## src/rtl/thv_pkg.sv

```systemverilog
// ============================================================================
// thv_pkg
// Shared types, constants and helpers of the texture header validator.
// ============================================================================
package thv_pkg;

    localparam int HEADER_BYTES = 28;
    localparam int SIZE_SLOTS   = 4;
    localparam int HDR_IDX_W    = $clog2(HEADER_BYTES);
    localparam int QUEUE_DEPTH  = 2;

    localparam int SLOT_BASE      = 12;
    localparam int PICMIP_LAST    = 3;
    localparam int PICMIP_MIN_DIM = 32;
    localparam int DIM_LIMIT      = 32767;
    localparam int PIX_BYTES      = 4;

    localparam logic [7:0]  TAG_0           = 8'h49;
    localparam logic [7:0]  TAG_1           = 8'h57;
    localparam logic [7:0]  TAG_2           = 8'h69;
    localparam logic [7:0]  FMT_LOW         = 8'd1;
    localparam logic [7:0]  FMT_HIGH        = 8'd13;
    localparam logic [7:0]  FLAG_NO_PICMIP  = 8'h01;
    localparam logic [7:0]  FLAG_NO_MIPMAPS = 8'h02;
    localparam logic [31:0] SIZE_LIMIT      = 32'h7FFF_FFFF;
    localparam logic [31:0] COUNT_MAX       = 32'hFFFF_FFFF;

    localparam logic [7:0]  RST_EXPECTED_VERSION = 8'd6;
    localparam logic        RST_DECODE_MODE      = 1'b0;
    localparam logic [3:0]  RST_ARGB_FORMAT_CODE = 4'd1;
    localparam logic [30:0] RST_MAX_MEMBER_BYTES = 31'd67108864;

    localparam int CFG_IDX_W = 2;
    localparam int CFG_DATA_W = 31;
    localparam logic [CFG_IDX_W-1:0] CFG_EXPECTED_VERSION = 2'd0;
    localparam logic [CFG_IDX_W-1:0] CFG_DECODE_MODE      = 2'd1;
    localparam logic [CFG_IDX_W-1:0] CFG_ARGB_FORMAT_CODE = 2'd2;
    localparam logic [CFG_IDX_W-1:0] CFG_MAX_MEMBER_BYTES = 2'd3;

    localparam logic [3:0] ST_OK         = 4'd0;
    localparam logic [3:0] ST_TRUNCATED  = 4'd1;
    localparam logic [3:0] ST_TAG        = 4'd2;
    localparam logic [3:0] ST_VERSION    = 4'd3;
    localparam logic [3:0] ST_FORMAT     = 4'd4;
    localparam logic [3:0] ST_DIMS       = 4'd5;
    localparam logic [3:0] ST_FILESIZE   = 4'd6;
    localparam logic [3:0] ST_DEC_FORMAT = 4'd7;
    localparam logic [3:0] ST_DEC_FLAGS  = 4'd8;
    localparam logic [3:0] ST_DEC_DIMS   = 4'd9;
    localparam logic [3:0] ST_LAYOUT     = 4'd10;
    localparam logic [3:0] ST_TOO_LARGE  = 4'd11;

    typedef struct packed {
        logic [7:0]  expected_version;
        logic        decode_mode;
        logic [3:0]  argb_format_code;
        logic [30:0] max_member_bytes;
    } thv_cfg_t;

    typedef struct packed {
        logic                        has_pixel;
        logic [31:0]                 pixel;
        logic                        has_status;
        logic [31:0]                 count;
        logic                        tag_ok;
        logic [7:0]                  version;
        logic [7:0]                  format;
        logic [7:0]                  flags;
        logic [15:0]                 width;
        logic [15:0]                 height;
        logic [15:0]                 depth;
        logic [SIZE_SLOTS-1:0][31:0] slot;
    } thv_entry_t;

    function automatic logic [4:0] bit_length16(input logic [15:0] v);
        logic [4:0] n;
        n = 5'd0;
        for (int i = 0; i < 16; i++)
        begin
            if (v[i])
            begin
                n = 5'(i + 1);
            end
        end
        return n;
    endfunction

endpackage

```

## src/rtl/thv_front.sv

```systemverilog
// ============================================================================
// thv_front
// Takes file bytes, counts them, captures the header and pixel bytes and
// posts pixel and end-of-file events to the queue.
// ============================================================================
module thv_front
(
    input  logic                 clk,
    input  logic                 rst_n,
    input  thv_pkg::thv_cfg_t    cfg,
    input  logic                 in_valid,
    output logic                 in_ready,
    input  logic [7:0]           data_byte,
    input  logic                 last_byte,
    output logic                 push_valid,
    input  logic                 push_ready,
    output thv_pkg::thv_entry_t  push_entry
);

    logic [31:0] count_reg;
    logic [31:0] count_next;
    logic [7:0]  header_reg [thv_pkg::HEADER_BYTES];
    logic [7:0]  group_reg [3];
    logic [7:0]  view [thv_pkg::HEADER_BYTES];

    logic        accept;
    logic        in_header;
    logic        in_payload;
    logic        pix_event;
    logic [31:0] count_inc;

    assign in_ready   = push_ready;
    assign accept     = in_valid && in_ready;
    assign in_header  = count_reg < 32'(thv_pkg::HEADER_BYTES);
    assign in_payload = !in_header && (count_reg != thv_pkg::COUNT_MAX);
    assign pix_event  = in_payload && (count_reg[1:0] == 2'd3) && cfg.decode_mode;
    assign count_inc  = (count_reg == thv_pkg::COUNT_MAX) ? count_reg : count_reg + 32'd1;
    assign push_valid = in_valid && (pix_event || last_byte);

    always_comb
    begin
        count_next = count_reg;
        if (accept)
        begin
            count_next = last_byte ? 32'd0 : count_inc;
        end
    end

    always_ff @(posedge clk or negedge rst_n)
    begin
        if (!rst_n)
        begin
            count_reg <= 32'd0;
        end
        else
        begin
            count_reg <= count_next;
        end
    end

    always_ff @(posedge clk)
    begin
        if (accept && in_header)
        begin
            header_reg[count_reg[thv_pkg::HDR_IDX_W-1:0]] <= data_byte;
        end
        if (accept && in_payload && (count_reg[1:0] != 2'd3))
        begin
            group_reg[count_reg[1:0]] <= data_byte;
        end
    end

    // header as it stands once the current byte is in
    always_comb
    begin
        for (int i = 0; i < thv_pkg::HEADER_BYTES; i++)
        begin
            view[i] = (in_header && (count_reg[thv_pkg::HDR_IDX_W-1:0] == thv_pkg::HDR_IDX_W'(i)))
                      ? data_byte : header_reg[i];
        end
    end

    always_comb
    begin
        push_entry            = '0;
        push_entry.has_pixel  = pix_event;
        push_entry.pixel      = {data_byte, group_reg[0], group_reg[1], group_reg[2]};
        push_entry.has_status = last_byte;
        push_entry.count      = count_inc;
        push_entry.tag_ok     = (view[0] == thv_pkg::TAG_0) && (view[1] == thv_pkg::TAG_1)
                                && (view[2] == thv_pkg::TAG_2);
        push_entry.version    = view[3];
        push_entry.format     = view[4];
        push_entry.flags      = view[5];
        push_entry.width      = {view[7], view[6]};
        push_entry.height     = {view[9], view[8]};
        push_entry.depth      = {view[11], view[10]};
        for (int i = 0; i < thv_pkg::SIZE_SLOTS; i++)
        begin
            push_entry.slot[i] = {view[thv_pkg::SLOT_BASE + 4 * i + 3],
                                  view[thv_pkg::SLOT_BASE + 4 * i + 2],
                                  view[thv_pkg::SLOT_BASE + 4 * i + 1],
                                  view[thv_pkg::SLOT_BASE + 4 * i]};
        end
    end

endmodule

```

## src/rtl/thv_queue.sv

```systemverilog
// ============================================================================
// thv_queue
// Short event queue between the byte front end and the check back end.
// ============================================================================
module thv_queue
(
    input  logic                 clk,
    input  logic                 rst_n,
    input  logic                 push_valid,
    output logic                 push_ready,
    input  thv_pkg::thv_entry_t  push_entry,
    output logic                 pop_valid,
    input  logic                 pop_ready,
    output thv_pkg::thv_entry_t  pop_entry
);

    localparam int PTR_W = $clog2(thv_pkg::QUEUE_DEPTH);
    localparam int CNT_W = $clog2(thv_pkg::QUEUE_DEPTH + 1);

    thv_pkg::thv_entry_t slot_reg [thv_pkg::QUEUE_DEPTH];
    logic [PTR_W-1:0]    wr_ptr_reg;
    logic [PTR_W-1:0]    wr_ptr_next;
    logic [PTR_W-1:0]    rd_ptr_reg;
    logic [PTR_W-1:0]    rd_ptr_next;
    logic [CNT_W-1:0]    fill_reg;
    logic [CNT_W-1:0]    fill_next;
    logic                do_push;
    logic                do_pop;

    assign push_ready = fill_reg != CNT_W'(thv_pkg::QUEUE_DEPTH);
    assign pop_valid  = fill_reg != '0;
    assign pop_entry  = slot_reg[rd_ptr_reg];
    assign do_push    = push_valid && push_ready;
    assign do_pop     = pop_valid && pop_ready;

    always_comb
    begin
        wr_ptr_next = wr_ptr_reg;
        rd_ptr_next = rd_ptr_reg;
        fill_next   = fill_reg;
        if (do_push)
        begin
            wr_ptr_next = (wr_ptr_reg == PTR_W'(thv_pkg::QUEUE_DEPTH - 1))
                          ? '0 : wr_ptr_reg + PTR_W'(1);
        end
        if (do_pop)
        begin
            rd_ptr_next = (rd_ptr_reg == PTR_W'(thv_pkg::QUEUE_DEPTH - 1))
                          ? '0 : rd_ptr_reg + PTR_W'(1);
        end
        if (do_push && !do_pop)
        begin
            fill_next = fill_reg + CNT_W'(1);
        end
        else if (do_pop && !do_push)
        begin
            fill_next = fill_reg - CNT_W'(1);
        end
    end

    always_ff @(posedge clk or negedge rst_n)
    begin
        if (!rst_n)
        begin
            wr_ptr_reg <= '0;
            rd_ptr_reg <= '0;
            fill_reg   <= '0;
        end
        else
        begin
            wr_ptr_reg <= wr_ptr_next;
            rd_ptr_reg <= rd_ptr_next;
            fill_reg   <= fill_next;
        end
    end

    always_ff @(posedge clk)
    begin
        if (do_push)
        begin
            slot_reg[wr_ptr_reg] <= push_entry;
        end
    end

endmodule

```

## src/rtl/thv_back.sv

```systemverilog
// ============================================================================
// thv_back
// Runs the header checks on end-of-file events and drives result
// transactions through a two-stage pipeline with an output register.
// ============================================================================
module thv_back
(
    input  logic                 clk,
    input  logic                 rst_n,
    input  thv_pkg::thv_cfg_t    cfg,
    input  logic                 pop_valid,
    output logic                 pop_ready,
    input  thv_pkg::thv_entry_t  pop_entry,
    output logic                 out_valid,
    input  logic                 out_ready,
    output logic                 result_kind,
    output logic [31:0]          pixel_rgba,
    output logic [3:0]           status,
    output logic [7:0]           version,
    output logic [7:0]           format,
    output logic [7:0]           flags,
    output logic [15:0]          width,
    output logic [15:0]          height,
    output logic [15:0]          depth,
    output logic [4:0]           mip_count,
    output logic                 last_result
);

    typedef struct packed {
        logic        kind;
        logic [31:0] pixel;
        logic        trunc;
        logic        tag_bad;
        logic        ver_bad;
        logic        fmt_bad;
        logic        dims_bad;
        logic        size_bad;
        logic        dec;
        logic        dfmt_bad;
        logic        dflag_bad;
        logic        ddim_bad;
        logic        n_big;
        logic [31:0] count;
        logic [31:0] area;
        logic [7:0]  version;
        logic [7:0]  format;
        logic [7:0]  flags;
        logic [15:0] width;
        logic [15:0] height;
        logic [15:0] depth;
        logic [4:0]  mips;
    } thv_chk_t;

    thv_pkg::thv_entry_t e;
    thv_chk_t            s1_reg;
    thv_chk_t            s1_next;
    logic                s1_valid_reg;
    logic                s1_valid_next;
    logic                pix_done_reg;
    logic                pix_done_next;

    logic                out_valid_reg;
    logic                out_valid_next;
    logic                kind_reg;
    logic [31:0]         pixel_reg;
    logic [3:0]          status_reg;
    logic [7:0]          version_reg;
    logic [7:0]          format_reg;
    logic [7:0]          flags_reg;
    logic [15:0]         width_reg;
    logic [15:0]         height_reg;
    logic [15:0]         depth_reg;
    logic [4:0]          mips_reg;
    logic [3:0]          status_next;

    logic                out_load;
    logic                s1_free;
    logic                take;
    logic                pix_phase;
    logic [15:0]         max_dim;
    logic [4:0]          mips;
    logic                disabled;
    logic                slot_bad;
    logic [33:0]         expect_bytes;
    logic                too_large;
    logic                layout_bad;

    assign e         = pop_entry;
    assign out_load  = s1_valid_reg && (!out_valid_reg || out_ready);
    assign s1_free   = !s1_valid_reg || out_load;
    assign take      = s1_free && pop_valid;
    assign pix_phase = e.has_pixel && !pix_done_reg;
    assign pop_ready = s1_free && !(pix_phase && e.has_status);

    // stage one: independent checks and the area product
    always_comb
    begin
        max_dim = e.width;
        if (e.height > max_dim)
        begin
            max_dim = e.height;
        end
        if (e.depth > max_dim)
        begin
            max_dim = e.depth;
        end
        if ((e.flags & thv_pkg::FLAG_NO_MIPMAPS) != 8'd0 || max_dim == 16'd0)
        begin
            mips = 5'd1;
        end
        else
        begin
            mips = 5'd1 + thv_pkg::bit_length16(max_dim - 16'd1);
        end

        disabled = ((e.flags & (thv_pkg::FLAG_NO_PICMIP | thv_pkg::FLAG_NO_MIPMAPS)) != 8'd0)
                   || (e.width < 16'(thv_pkg::PICMIP_MIN_DIM))
                   || (e.height < 16'(thv_pkg::PICMIP_MIN_DIM));
        slot_bad = 1'b0;
        for (int i = 0; i < thv_pkg::SIZE_SLOTS; i++)
        begin
            if (((i == 0 || (!disabled && i <= thv_pkg::PICMIP_LAST)) && e.slot[i] == 32'd0)
                || (e.slot[i] != 32'd0 && (e.slot[i] <= 32'(thv_pkg::HEADER_BYTES)
                                           || e.slot[i] > e.count)))
            begin
                slot_bad = 1'b1;
            end
            if (i != 0 && e.slot[i] > e.slot[(i == 0) ? 0 : i - 1])
            begin
                slot_bad = 1'b1;
            end
        end

        s1_next           = s1_reg;
        s1_next.kind      = !pix_phase;
        s1_next.pixel     = e.pixel;
        s1_next.trunc     = e.count < 32'(thv_pkg::HEADER_BYTES);
        s1_next.tag_bad   = !e.tag_ok;
        s1_next.ver_bad   = e.version != cfg.expected_version;
        s1_next.fmt_bad   = (e.format < thv_pkg::FMT_LOW) || (e.format > thv_pkg::FMT_HIGH);
        s1_next.dims_bad  = (e.width == 16'd0) || (e.height == 16'd0) || (e.depth == 16'd0)
                            || (e.width > 16'(thv_pkg::DIM_LIMIT))
                            || (e.height > 16'(thv_pkg::DIM_LIMIT))
                            || (e.depth > 16'(thv_pkg::DIM_LIMIT));
        s1_next.size_bad  = (e.count > thv_pkg::SIZE_LIMIT) || (e.slot[0] != e.count) || slot_bad;
        s1_next.dec       = cfg.decode_mode;
        s1_next.dfmt_bad  = e.format != {4'd0, cfg.argb_format_code};
        s1_next.dflag_bad = e.flags != thv_pkg::FLAG_NO_MIPMAPS;
        s1_next.ddim_bad  = (e.depth != 16'd1) || (mips != 5'd1);
        s1_next.n_big     = e.count > {1'b0, cfg.max_member_bytes};
        s1_next.count     = e.count;
        s1_next.area      = e.width * e.height;
        s1_next.version   = e.version;
        s1_next.format    = e.format;
        s1_next.flags     = e.flags;
        s1_next.width     = e.width;
        s1_next.height    = e.height;
        s1_next.depth     = e.depth;
        s1_next.mips      = mips;
    end

    always_comb
    begin
        s1_valid_next = s1_valid_reg;
        pix_done_next = pix_done_reg;
        if (take)
        begin
            s1_valid_next = 1'b1;
            pix_done_next = pix_phase && e.has_status;
        end
        else if (out_load)
        begin
            s1_valid_next = 1'b0;
        end
    end

    always_ff @(posedge clk or negedge rst_n)
    begin
        if (!rst_n)
        begin
            s1_valid_reg <= 1'b0;
            pix_done_reg <= 1'b0;
        end
        else
        begin
            s1_valid_reg <= s1_valid_next;
            pix_done_reg <= pix_done_next;
        end
    end

    always_ff @(posedge clk)
    begin
        if (take)
        begin
            s1_reg <= s1_next;
        end
    end

    // stage two: expected size and first failing check
    assign expect_bytes = 34'(thv_pkg::HEADER_BYTES)
                          + ({2'b00, s1_reg.area} * 34'(thv_pkg::PIX_BYTES));
    assign too_large    = s1_reg.n_big || (expect_bytes > {3'b000, cfg.max_member_bytes});
    assign layout_bad   = {2'b00, s1_reg.count} != expect_bytes;

    always_comb
    begin
        if (s1_reg.trunc)
        begin
            status_next = thv_pkg::ST_TRUNCATED;
        end
        else if (s1_reg.tag_bad)
        begin
            status_next = thv_pkg::ST_TAG;
        end
        else if (s1_reg.ver_bad)
        begin
            status_next = thv_pkg::ST_VERSION;
        end
        else if (s1_reg.fmt_bad)
        begin
            status_next = thv_pkg::ST_FORMAT;
        end
        else if (s1_reg.dims_bad)
        begin
            status_next = thv_pkg::ST_DIMS;
        end
        else if (s1_reg.size_bad)
        begin
            status_next = thv_pkg::ST_FILESIZE;
        end
        else if (!s1_reg.dec)
        begin
            status_next = thv_pkg::ST_OK;
        end
        else if (s1_reg.dfmt_bad)
        begin
            status_next = thv_pkg::ST_DEC_FORMAT;
        end
        else if (s1_reg.dflag_bad)
        begin
            status_next = thv_pkg::ST_DEC_FLAGS;
        end
        else if (s1_reg.ddim_bad)
        begin
            status_next = thv_pkg::ST_DEC_DIMS;
        end
        else if (too_large)
        begin
            status_next = thv_pkg::ST_TOO_LARGE;
        end
        else if (layout_bad)
        begin
            status_next = thv_pkg::ST_LAYOUT;
        end
        else
        begin
            status_next = thv_pkg::ST_OK;
        end
    end

    always_comb
    begin
        out_valid_next = out_valid_reg;
        if (out_load)
        begin
            out_valid_next = 1'b1;
        end
        else if (out_ready)
        begin
            out_valid_next = 1'b0;
        end
    end

    always_ff @(posedge clk or negedge rst_n)
    begin
        if (!rst_n)
        begin
            out_valid_reg <= 1'b0;
        end
        else
        begin
            out_valid_reg <= out_valid_next;
        end
    end

    always_ff @(posedge clk)
    begin
        if (out_load)
        begin
            kind_reg    <= s1_reg.kind;
            pixel_reg   <= s1_reg.kind ? 32'd0 : s1_reg.pixel;
            status_reg  <= s1_reg.kind ? status_next : thv_pkg::ST_OK;
            if (s1_reg.kind && !s1_reg.trunc)
            begin
                version_reg <= s1_reg.version;
                format_reg  <= s1_reg.format;
                flags_reg   <= s1_reg.flags;
                width_reg   <= s1_reg.width;
                height_reg  <= s1_reg.height;
                depth_reg   <= s1_reg.depth;
                mips_reg    <= s1_reg.mips;
            end
            else
            begin
                version_reg <= 8'd0;
                format_reg  <= 8'd0;
                flags_reg   <= 8'd0;
                width_reg   <= 16'd0;
                height_reg  <= 16'd0;
                depth_reg   <= 16'd0;
                mips_reg    <= 5'd0;
            end
        end
    end

    assign out_valid   = out_valid_reg;
    assign result_kind = kind_reg;
    assign pixel_rgba  = pixel_reg;
    assign status      = status_reg;
    assign version     = version_reg;
    assign format      = format_reg;
    assign flags       = flags_reg;
    assign width       = width_reg;
    assign height      = height_reg;
    assign depth       = depth_reg;
    assign mip_count   = mips_reg;
    assign last_result = kind_reg;

endmodule

```

## src/rtl/texture_header_validator.sv

```systemverilog
// ============================================================================
// texture_header_validator
// Byte-stream texture header check with provisional RGBA pixel output.
// ============================================================================
// path: a result passes through the event queue, the stage-one register and the output register
// throughput: one byte per cycle while the queue has room; a last byte that also
//   completes a pixel yields a pixel result and then a status result, buffered by the two-entry queue
// reset: byte count, queue and pipeline valids cleared, registers to defaults;
//   header and pixel stores are not reset
module texture_header_validator
(
    input  logic                          clk,
    input  logic                          rst_n,
    input  logic                          cfg_write,
    input  logic [thv_pkg::CFG_IDX_W-1:0] cfg_index,
    input  logic [thv_pkg::CFG_DATA_W-1:0] cfg_data,
    input  logic                          in_valid,
    output logic                          in_ready,
    input  logic [7:0]                    data_byte,
    input  logic                          last_byte,
    output logic                          out_valid,
    input  logic                          out_ready,
    output logic                          result_kind,
    output logic [31:0]                   pixel_rgba,
    output logic [3:0]                    status,
    output logic [7:0]                    version,
    output logic [7:0]                    format,
    output logic [7:0]                    flags,
    output logic [15:0]                   width,
    output logic [15:0]                   height,
    output logic [15:0]                   depth,
    output logic [4:0]                    mip_count,
    output logic                          last_result
);

    thv_pkg::thv_cfg_t   cfg_reg;
    thv_pkg::thv_cfg_t   cfg_next;
    thv_pkg::thv_entry_t push_entry;
    thv_pkg::thv_entry_t pop_entry;
    logic                push_valid;
    logic                push_ready;
    logic                pop_valid;
    logic                pop_ready;

    always_comb
    begin
        cfg_next = cfg_reg;
        if (cfg_write)
        begin
            unique case (cfg_index)
                thv_pkg::CFG_EXPECTED_VERSION: cfg_next.expected_version = cfg_data[7:0];
                thv_pkg::CFG_DECODE_MODE:      cfg_next.decode_mode      = cfg_data[0];
                thv_pkg::CFG_ARGB_FORMAT_CODE: cfg_next.argb_format_code = cfg_data[3:0];
                thv_pkg::CFG_MAX_MEMBER_BYTES: cfg_next.max_member_bytes = cfg_data[30:0];
                default:                       cfg_next = cfg_reg;
            endcase
        end
    end

    always_ff @(posedge clk or negedge rst_n)
    begin
        if (!rst_n)
        begin
            cfg_reg.expected_version <= thv_pkg::RST_EXPECTED_VERSION;
            cfg_reg.decode_mode      <= thv_pkg::RST_DECODE_MODE;
            cfg_reg.argb_format_code <= thv_pkg::RST_ARGB_FORMAT_CODE;
            cfg_reg.max_member_bytes <= thv_pkg::RST_MAX_MEMBER_BYTES;
        end
        else
        begin
            cfg_reg <= cfg_next;
        end
    end

    thv_front u_front
    (
        .clk        (clk),
        .rst_n      (rst_n),
        .cfg        (cfg_reg),
        .in_valid   (in_valid),
        .in_ready   (in_ready),
        .data_byte  (data_byte),
        .last_byte  (last_byte),
        .push_valid (push_valid),
        .push_ready (push_ready),
        .push_entry (push_entry)
    );

    thv_queue u_queue
    (
        .clk        (clk),
        .rst_n      (rst_n),
        .push_valid (push_valid),
        .push_ready (push_ready),
        .push_entry (push_entry),
        .pop_valid  (pop_valid),
        .pop_ready  (pop_ready),
        .pop_entry  (pop_entry)
    );

    thv_back u_back
    (
        .clk         (clk),
        .rst_n       (rst_n),
        .cfg         (cfg_reg),
        .pop_valid   (pop_valid),
        .pop_ready   (pop_ready),
        .pop_entry   (pop_entry),
        .out_valid   (out_valid),
        .out_ready   (out_ready),
        .result_kind (result_kind),
        .pixel_rgba  (pixel_rgba),
        .status      (status),
        .version     (version),
        .format      (format),
        .flags       (flags),
        .width       (width),
        .height      (height),
        .depth       (depth),
        .mip_count   (mip_count),
        .last_result (last_result)
    );

endmodule
```

## config.mk

```make
export PLATFORM = sky130hd
export DESIGN_NAME = texture_header_validator
export DESIGN_NICKNAME = d
export VERILOG_FILES = /design/src/rtl/thv_pkg.sv /design/src/rtl/thv_front.sv /design/src/rtl/thv_queue.sv /design/src/rtl/thv_back.sv /design/src/rtl/texture_header_validator.sv
export SDC_FILE = /design/constraint.sdc
export NUM_CORES = 2
export LEC_CHECK = 0
export BUFFER_PORTS_ARGS = -buffer_cell sky130_fd_sc_hd__buf_2
export CELL_PAD_IN_SITES_DETAIL_PLACEMENT = 1
export CELL_PAD_IN_SITES_GLOBAL_PLACEMENT = 1
export CORE_MARGIN = 2
export CORE_UTILIZATION = 25
export CTS_BUF_LIST = sky130_fd_sc_hd__clkbuf_4
export DETAILED_ROUTE_END_ITERATION = 6
export PLACE_DENSITY_LB_ADDON = 0.05
export SLEW_MARGIN = 20
export SYNTH_ARGS = -nofsm -noshare
export SYNTH_HDL_FRONTEND = slang
export SYNTH_HIERARCHICAL = 1
export SYNTH_SLANG_ARGS = --single-unit
```

## constraint.sdc

```tcl
create_clock -name clk -period 14.3 [get_ports clk]
set_input_delay 1.43 -clock clk [delete_from_list [all_inputs] [get_ports clk]]
set_output_delay 1.43 -clock clk [all_outputs]
set_load 0.05 [all_outputs]
```

# Yosys cells after proc, flatten, opt, wreduce, memory -nomap -nowiden
# Memories as Yosys holds them, arrays and structs flattened.
# Cells that the tools add are included.
# word_totals
n_memories	3
register_bits	382
in_bits	47
ram_bits	782
# mem_list
name	words	word_bits	read_ports	rd_ports_with_merged_regs	wr	line_no	text
u_queue.slot_reg	2	267	1	0	1	thv_queue.sv:20	thv_pkg::thv_entry_t slot_reg [thv_pkg::QUEUE_DEPTH];
u_front.header_reg	28	8	28	0	1	thv_front.sv:22	logic [7:0] header_reg [thv_pkg::HEADER_BYTES];
u_front.group_reg	3	8	3	0	1	thv_front.sv:23	logic [7:0] group_reg [3];
# op_classes
bitwise_logic	2
mux	83
mul	1
n_addsub	8
magnitude_cmp	25
n_reduce_logical	116
eq_ne	45
# op_table
op	count
32-bit greater-than comparator	7
8-bit 2-to-1 mux	28
32-bit by 5-bit less-or-equal comparator with 1-bit output (second input constant)	4
32-bit logical NOT	4
32-bit nonzero test	4
5-bit 2-to-1 mux	17
16-bit logical NOT	4
32-bit by 5-bit < comparator with 1-bit output (second input constant)	2
32-bit 2-to-1 mux	2
5-bit == test (second input constant)	12
1-bit logical AND	55
16-bit by 15-bit greater-than comparator with 1-bit output (second input constant)	3
5-bit by 4-bit == test with 1-bit output (second input constant)	8
5-bit by 34-bit adder with 34-bit output (first input constant)	1
34-bit by 31-bit greater-than comparator with 1-bit output	1
32-bit by 34-bit inequality test with 1-bit output	1
32-bit by 1-bit adder with 32-bit output (second input constant)	1
32-bit == test (second input constant)	1
16-bit greater-than comparator	2
32-bit by 31-bit greater-than comparator with 1-bit output	1
32-bit by 31-bit greater-than comparator with 1-bit output (second input constant)	1
16-bit by 6-bit < comparator with 1-bit output (second input constant)	2
16-bit by 16-bit multiplier with 32-bit output	1
16-bit 2-to-1 mux	2
other kinds (36)	116

# Logic depth before layout (Yosys ltp)
# An unclocked memory read counts as a cell.
# logic_depth
ltp_word	27
ltp_mapped	44

# Cells and area by module
# The synthesis kept the hierarchy.
# by_module_without_submodules
mod	cells_each	area_each_um2	seq_area_each_um2	instances
thv_back	2959	29400.7	9053.7	1
thv_queue	849	20303.2	16135.5	1
thv_front	931	13370.3	8247.9	1
texture_header_validator	95	1655.3	1106.1	1

# Worst setup path after synthesis
# No wires, ideal clock.
# synth_path
kind	in2reg
startpoint	in last_byte
endpoint	mem u_queue/slot_reg[0][0] in the netlist's numbering (enable)
path_buffers	1
path_slack_ps	423
setup_ps	900
arrival_time_ps	12977
stages	4
required_time_ps	13400
path_cell_list	clkbuf_1 o21a_1 nand2_1 nor2_1
# synth_via
elab_chain_len	5
# synth_lines
element	line_no	text
start: declaration	texture_header_validator.sv:20	input logic last_byte,
1-bit logical OR	thv_front.sv:38	assign push_valid = in_valid && (pix_event || last_byte);
1-bit logical AND	thv_front.sv:38	
via push_valid	texture_header_validator.sv:40	logic push_valid;
1-bit logical AND	thv_queue.sv:33	assign do_push = push_valid && push_ready;
1-bit 2-to-1 mux	thv_queue.sv:79	if (do_push)
1-bit 2-to-1 mux (implied by the code)	thv_queue.sv:81	slot_reg[wr_ptr_reg] <= push_entry;
end: declaration	thv_queue.sv:20	
# The timed path passes the listed nets, and every way through them passes these cells.

==> key figures <==
Run status
  • Outcome: complete, no violations

Clock network
  • Clock sinks: 1164
  • CTS H-tree depth: 5
  • Clock root buffer: sky130_fd_sc_hd__clkbuf_4
  • TritonCTS Buffers: 359
  • Clk Latency, worst-skew pair: 1.30 ns
  • CTS tree: yes
  • Number of setup buffers added after CTS: 0
  • Resized Gates After CTS: 0
  • Worst-case clock buffer depth: 4
  • Clock slew seen by the registers of the worst setup and hold paths: 0.08 ns

Critical path
  • Data required time at the worst endpoint: 15.30 ns
  • Slowest Stage Delay on Critical Path: 0.85 ns
  • Worst path arrival time: 11.81 ns
  • Category of the worst setup path capture point: flop
  • Type of the setup path with the least slack: flop to flop
  • Max FO, Critical Path: 38
  • Most frequent cell on the critical path: sky130_fd_sc_hd__ha_1
  • Buffers & Inverters on Critical Path: 3
  • Kind of cell with the highest combined delay on the critical path: simple AND/OR/NAND/NOR gates
  • Nature of the critical path startpoint: flop
  • Critical-path top delay cell: sky130_fd_sc_hd__dfrtp_4

Yosys
  • Post-synthesis mux area share: 0.102
  • Mean area per synthesized cell: 13.4 sq um
  • Syn Nets: 5520
  • Post-Synthesis Cell Area: 64700 sq um
  • Adder-cell share of the synthesized area: 0.146
  • Synthesized flop and latch total: 1164
  • Warnings from Yosys: 6
  • Synthesized-area fraction occupied by ao, oa, aoi and oai cells: 0.0541
  • Netlist cell types: 101
  • Main combinational cell family by area after synthesis: adder cells
  • Parity-gate share of the synthesized area counting xor and xnor cells: 0.0204
  • Simple-gate area share of the yosys netlist: 0.0978
  • Count of flip-flops with a built-in enable after synthesis: 1081
  • Seq/Total Area, Yosys: 0.534
  • Async S/R FF share, synth: 0.0713
  • Cell count after synthesis: 4834
  • Main synth FF type: sky130_fd_sc_hd__edfxtp_1

Drt
  • Drt first pass iters: 5
  • Number of nets with antenna violations after routing: 0
  • Number of remaining DRC errors: 0
  • Post-detailed-route via-to-cell ratio: 4.55
  • Vias post-DR: 40200
  • DR WL/cell: 25.4 um
  • Final WL: 225000 um
  • Starting DRC count in detailed routing: 2155

STA
  • Clock Skews: 0.127 ns
  • Max-slew headroom: 0.204
  • Fmax: 92.5 MHz
  • Share of the clock period used by the worst path: 0.756
  • Smallest setup slack after layout: 3.49 ns
  • Final Hold Viols: 0
  • Setup TNS after final layout: 0 ns
  • Max-slew violations: 0
  • Final setup viols: 0
  • Actual transition at the worst max-transition pin: 1.19 ns
  • Worst Hold Slack: 0.386 ns
  • Setup repair after global routing missed its margin: no
  • Minimum clock period after layout: 10.81 ns

Floorplan
  • Overall die area: 263000 sq um
  • Initial core utilization: 0.252
  • IO Count: 164
  • Die span in x: 513 um
  • Y dimension of the die: 513 um
  • Number of placement rows: 186
  • Core area: 257000 sq um

Finish
  • Number of flip-flops under the largest register name: 534
  • Final-layout fill cell count: 27800
  • Final #Nets: 5878
  • Area grow syn2layout: 13.5%
  • Fraction of layout instances using a drive strength above 1: 0.246

GRT
  • Maximum number of pins on one net before global-route repair: 111
  • Antenna violations before repair: 49
  • Total congestion overflow after global routing: 0
  • Vias in the first global route: 43200
  • First-pass GRT wire length: 320000 um
  • Total routing usage reported by global routing: 0.168

Flow run
  • Max-cap violations: 0

Placed design
  • Final RePlAce weighted congestion: 0.782
  • Total of buffers placed on input and output ports: 163
  • Post-detailed-placement half-perimeter wirelength: 156000 um
  • Pre-CTS setup slack: 3.35 ns

Worst hold path
  • Min-Delay Path Class: input pin to flop
==> layer usage <==
metal	routed length [um]	global-route usage	vias to the layer above
met5	67	0	-
met4	6030	0.0500	8
met3	9300	0.0258	366
met2	102000	0.265	895
met1	108000	0.237	20500
li1	-	-	18400
==> what timing repair did <==
action	in CTS	in global routing
endpoints found under the setup margin	0	0
hold endpoints to repair	7	0
hold buffers	1	0
==> cell type report <==
cell class | instances | area [sq um] | share of cell area
sequential | 1164 | 34500 | 0.470
multi-input combinational | 3001 | 27300 | 0.372
tap | 3384 | 4230 | 0.0576
clock buffer | 527 | 3960 | 0.0539
inverter | 453 | 1700 | 0.0231
timing repair buffer | 213 | 1240 | 0.0169
clock inverter | 76 | 433 | 0.00589
antenna | 11 | 27.5 | 0.000375
==> worst reg2reg max path: cells and delay by family, from the launching register on <==
family | cells | cell delay, ns
and+or+nand+nor | 14 | 4.21
AOI/OAI and AO/OA | 11 | 2.42
muxes | 1 | 0.52
buffers and inverters | 3 | 1.12
adders and majority gates | 4 | 1.52
DFF | 1 | 0.85
==> cell usage after synthesis, types with 63 or more instances <==
| library cell | number | area share |
|---|---|---|
| sky130_fd_sc_hd__ha_1 | 445 | 0.086 |
| sky130_fd_sc_hd__and2_1 | 188 | 0.018 |
| sky130_fd_sc_hd__a21oi_1 | 131 | 0.010 |
| sky130_fd_sc_hd__inv_1 | 452 | 0.026 |
| sky130_fd_sc_hd__xor2_1 | 63 | 0.0085 |
| sky130_fd_sc_hd__mux2_4 | 201 | 0.047 |
| sky130_fd_sc_hd__fa_1 | 194 | 0.060 |
| sky130_fd_sc_hd__edfxtp_1 | 1081 | 0.50 |
| sky130_fd_sc_hd__dfrtp_1 | 79 | 0.031 |
| sky130_fd_sc_hd__nor3_1 | 66 | 0.0051 |
| sky130_fd_sc_hd__nor2_1 | 145 | 0.0084 |
| sky130_fd_sc_hd__mux2_2 | 298 | 0.052 |
| sky130_fd_sc_hd__nand2_1 | 286 | 0.017 |
| sky130_fd_sc_hd__a21o_1 | 74 | 0.0086 |
| sky130_fd_sc_hd__nand4_1 | 93 | 0.0090 |
| sky130_fd_sc_hd__nor4_1 | 82 | 0.0079 |
| sky130_fd_sc_hd__clkbuf_1 | 106 | 0.0061 |
| sky130_fd_sc_hd__o21ai_0 | 79 | 0.0061 |
| sky130_fd_sc_hd__nor2b_1 | 70 | 0.0068 |
| sky130_fd_sc_hd__xnor2_1 | 88 | 0.012 |
==> logic make-up (layout without fill, tap and decap cells) <==
family	after synthesis	count (layout)
compound gates	517	517
xor+xnor	151	151
buf+inv	669	1269
flops	1164	1164
other cells	0	11
mux	521	521
simple gates	1173	1173
fa+ha+maj	639	639
==> cell usage in the layout, fill, tap and decap left out, types with 9 or more instances in the layout <==
cell type,synthesis,final
sky130_fd_sc_hd__ha_1,445,445
sky130_fd_sc_hd__mux2_1,16,16
sky130_fd_sc_hd__inv_1,452,452
sky130_fd_sc_hd__a211oi_1,10,10
sky130_fd_sc_hd__a31oi_1,21,21
sky130_fd_sc_hd__fa_1,194,194
sky130_fd_sc_hd__o21a_1,43,43
sky130_fd_sc_hd__mux2_2,298,298
sky130_fd_sc_hd__and4_1,14,14
sky130_fd_sc_hd__xnor2_1,88,88
sky130_fd_sc_hd__a21o_1,74,74
sky130_fd_sc_hd__a21oi_1,131,131
sky130_fd_sc_hd__clkinv_1,1,53
sky130_fd_sc_hd__nor2b_1,70,69
sky130_fd_sc_hd__or3_1,9,9
sky130_fd_sc_hd__nand3_1,59,58
sky130_fd_sc_hd__xor2_1,63,63
sky130_fd_sc_hd__nand2b_1,40,40
sky130_fd_sc_hd__o211ai_1,17,17
sky130_fd_sc_hd__nor4_1,82,80
sky130_fd_sc_hd__mux2_4,201,201
sky130_fd_sc_hd__buf_4,31,56
sky130_fd_sc_hd__o31ai_1,13,13
sky130_fd_sc_hd__diode_2,0,11
sky130_fd_sc_hd__and3_1,50,49
sky130_fd_sc_hd__nor3_1,66,65
sky130_fd_sc_hd__nand2_1,286,286
sky130_fd_sc_hd__and2_1,188,185
sky130_fd_sc_hd__nor2_1,145,144
sky130_fd_sc_hd__clkbuf_4,0,527
sky130_fd_sc_hd__edfxtp_1,1081,1081
sky130_fd_sc_hd__buf_2,29,154
sky130_fd_sc_hd__or4_1,11,11
sky130_fd_sc_hd__o2111ai_1,9,9
sky130_fd_sc_hd__nand4_1,93,93
sky130_fd_sc_hd__o21ai_0,79,79
sky130_fd_sc_hd__dfrtp_1,79,78
==> final timing paths <==
check / from / end / slack, ns / cells past startpoint
worst max-delay path: u_queue/rd_ptr_reg$_DFFE_PN0P_ / u_back/s1_reg[142]$_DFFE_PP_ / 3.49 / 33
worst min-delay path: cfg_data[17] / cfg_reg[17]$_DFFE_PN0P_ / 0.39 / 2
worst max register to register: u_queue/rd_ptr_reg$_DFFE_PN0P_ / u_back/s1_reg[142]$_DFFE_PP_ / 3.49 / 33
worst min register to register: u_front/group_reg[0][7]$_DFFE_PP_ / u_queue/slot_reg[1][257]$_DFFE_PP_ / 0.41 / 0
max in group asynchronous: rst_n / u_queue/rd_ptr_reg$_DFFE_PN0P_ / 12.27 / 3
min in group asynchronous: rst_n / u_front/count_reg[24]$_DFFE_PN0P_ / 0.75 / 2
==> per-stage QoR <==
| step | area [sq um] | util | instances |
|---|---|---|---|
| 6_report | 73500 | 0.286 | 8829 |
| 5_1_grt | 73400 | 0.286 | 8819 |
| 4_1_cts | 73400 | 0.286 | 8818 |
| 3_5_place_dp | 69000 | 0.268 | 8214 |
| 3_3_place_gp | 69000 | 0.268 | 8214 |
| 2_1_floorplan | 64700 | - | 4834 |
Power is not shown: default switching activity piles up to over one toggle a cycle in this logic, so the estimate is an artifact.
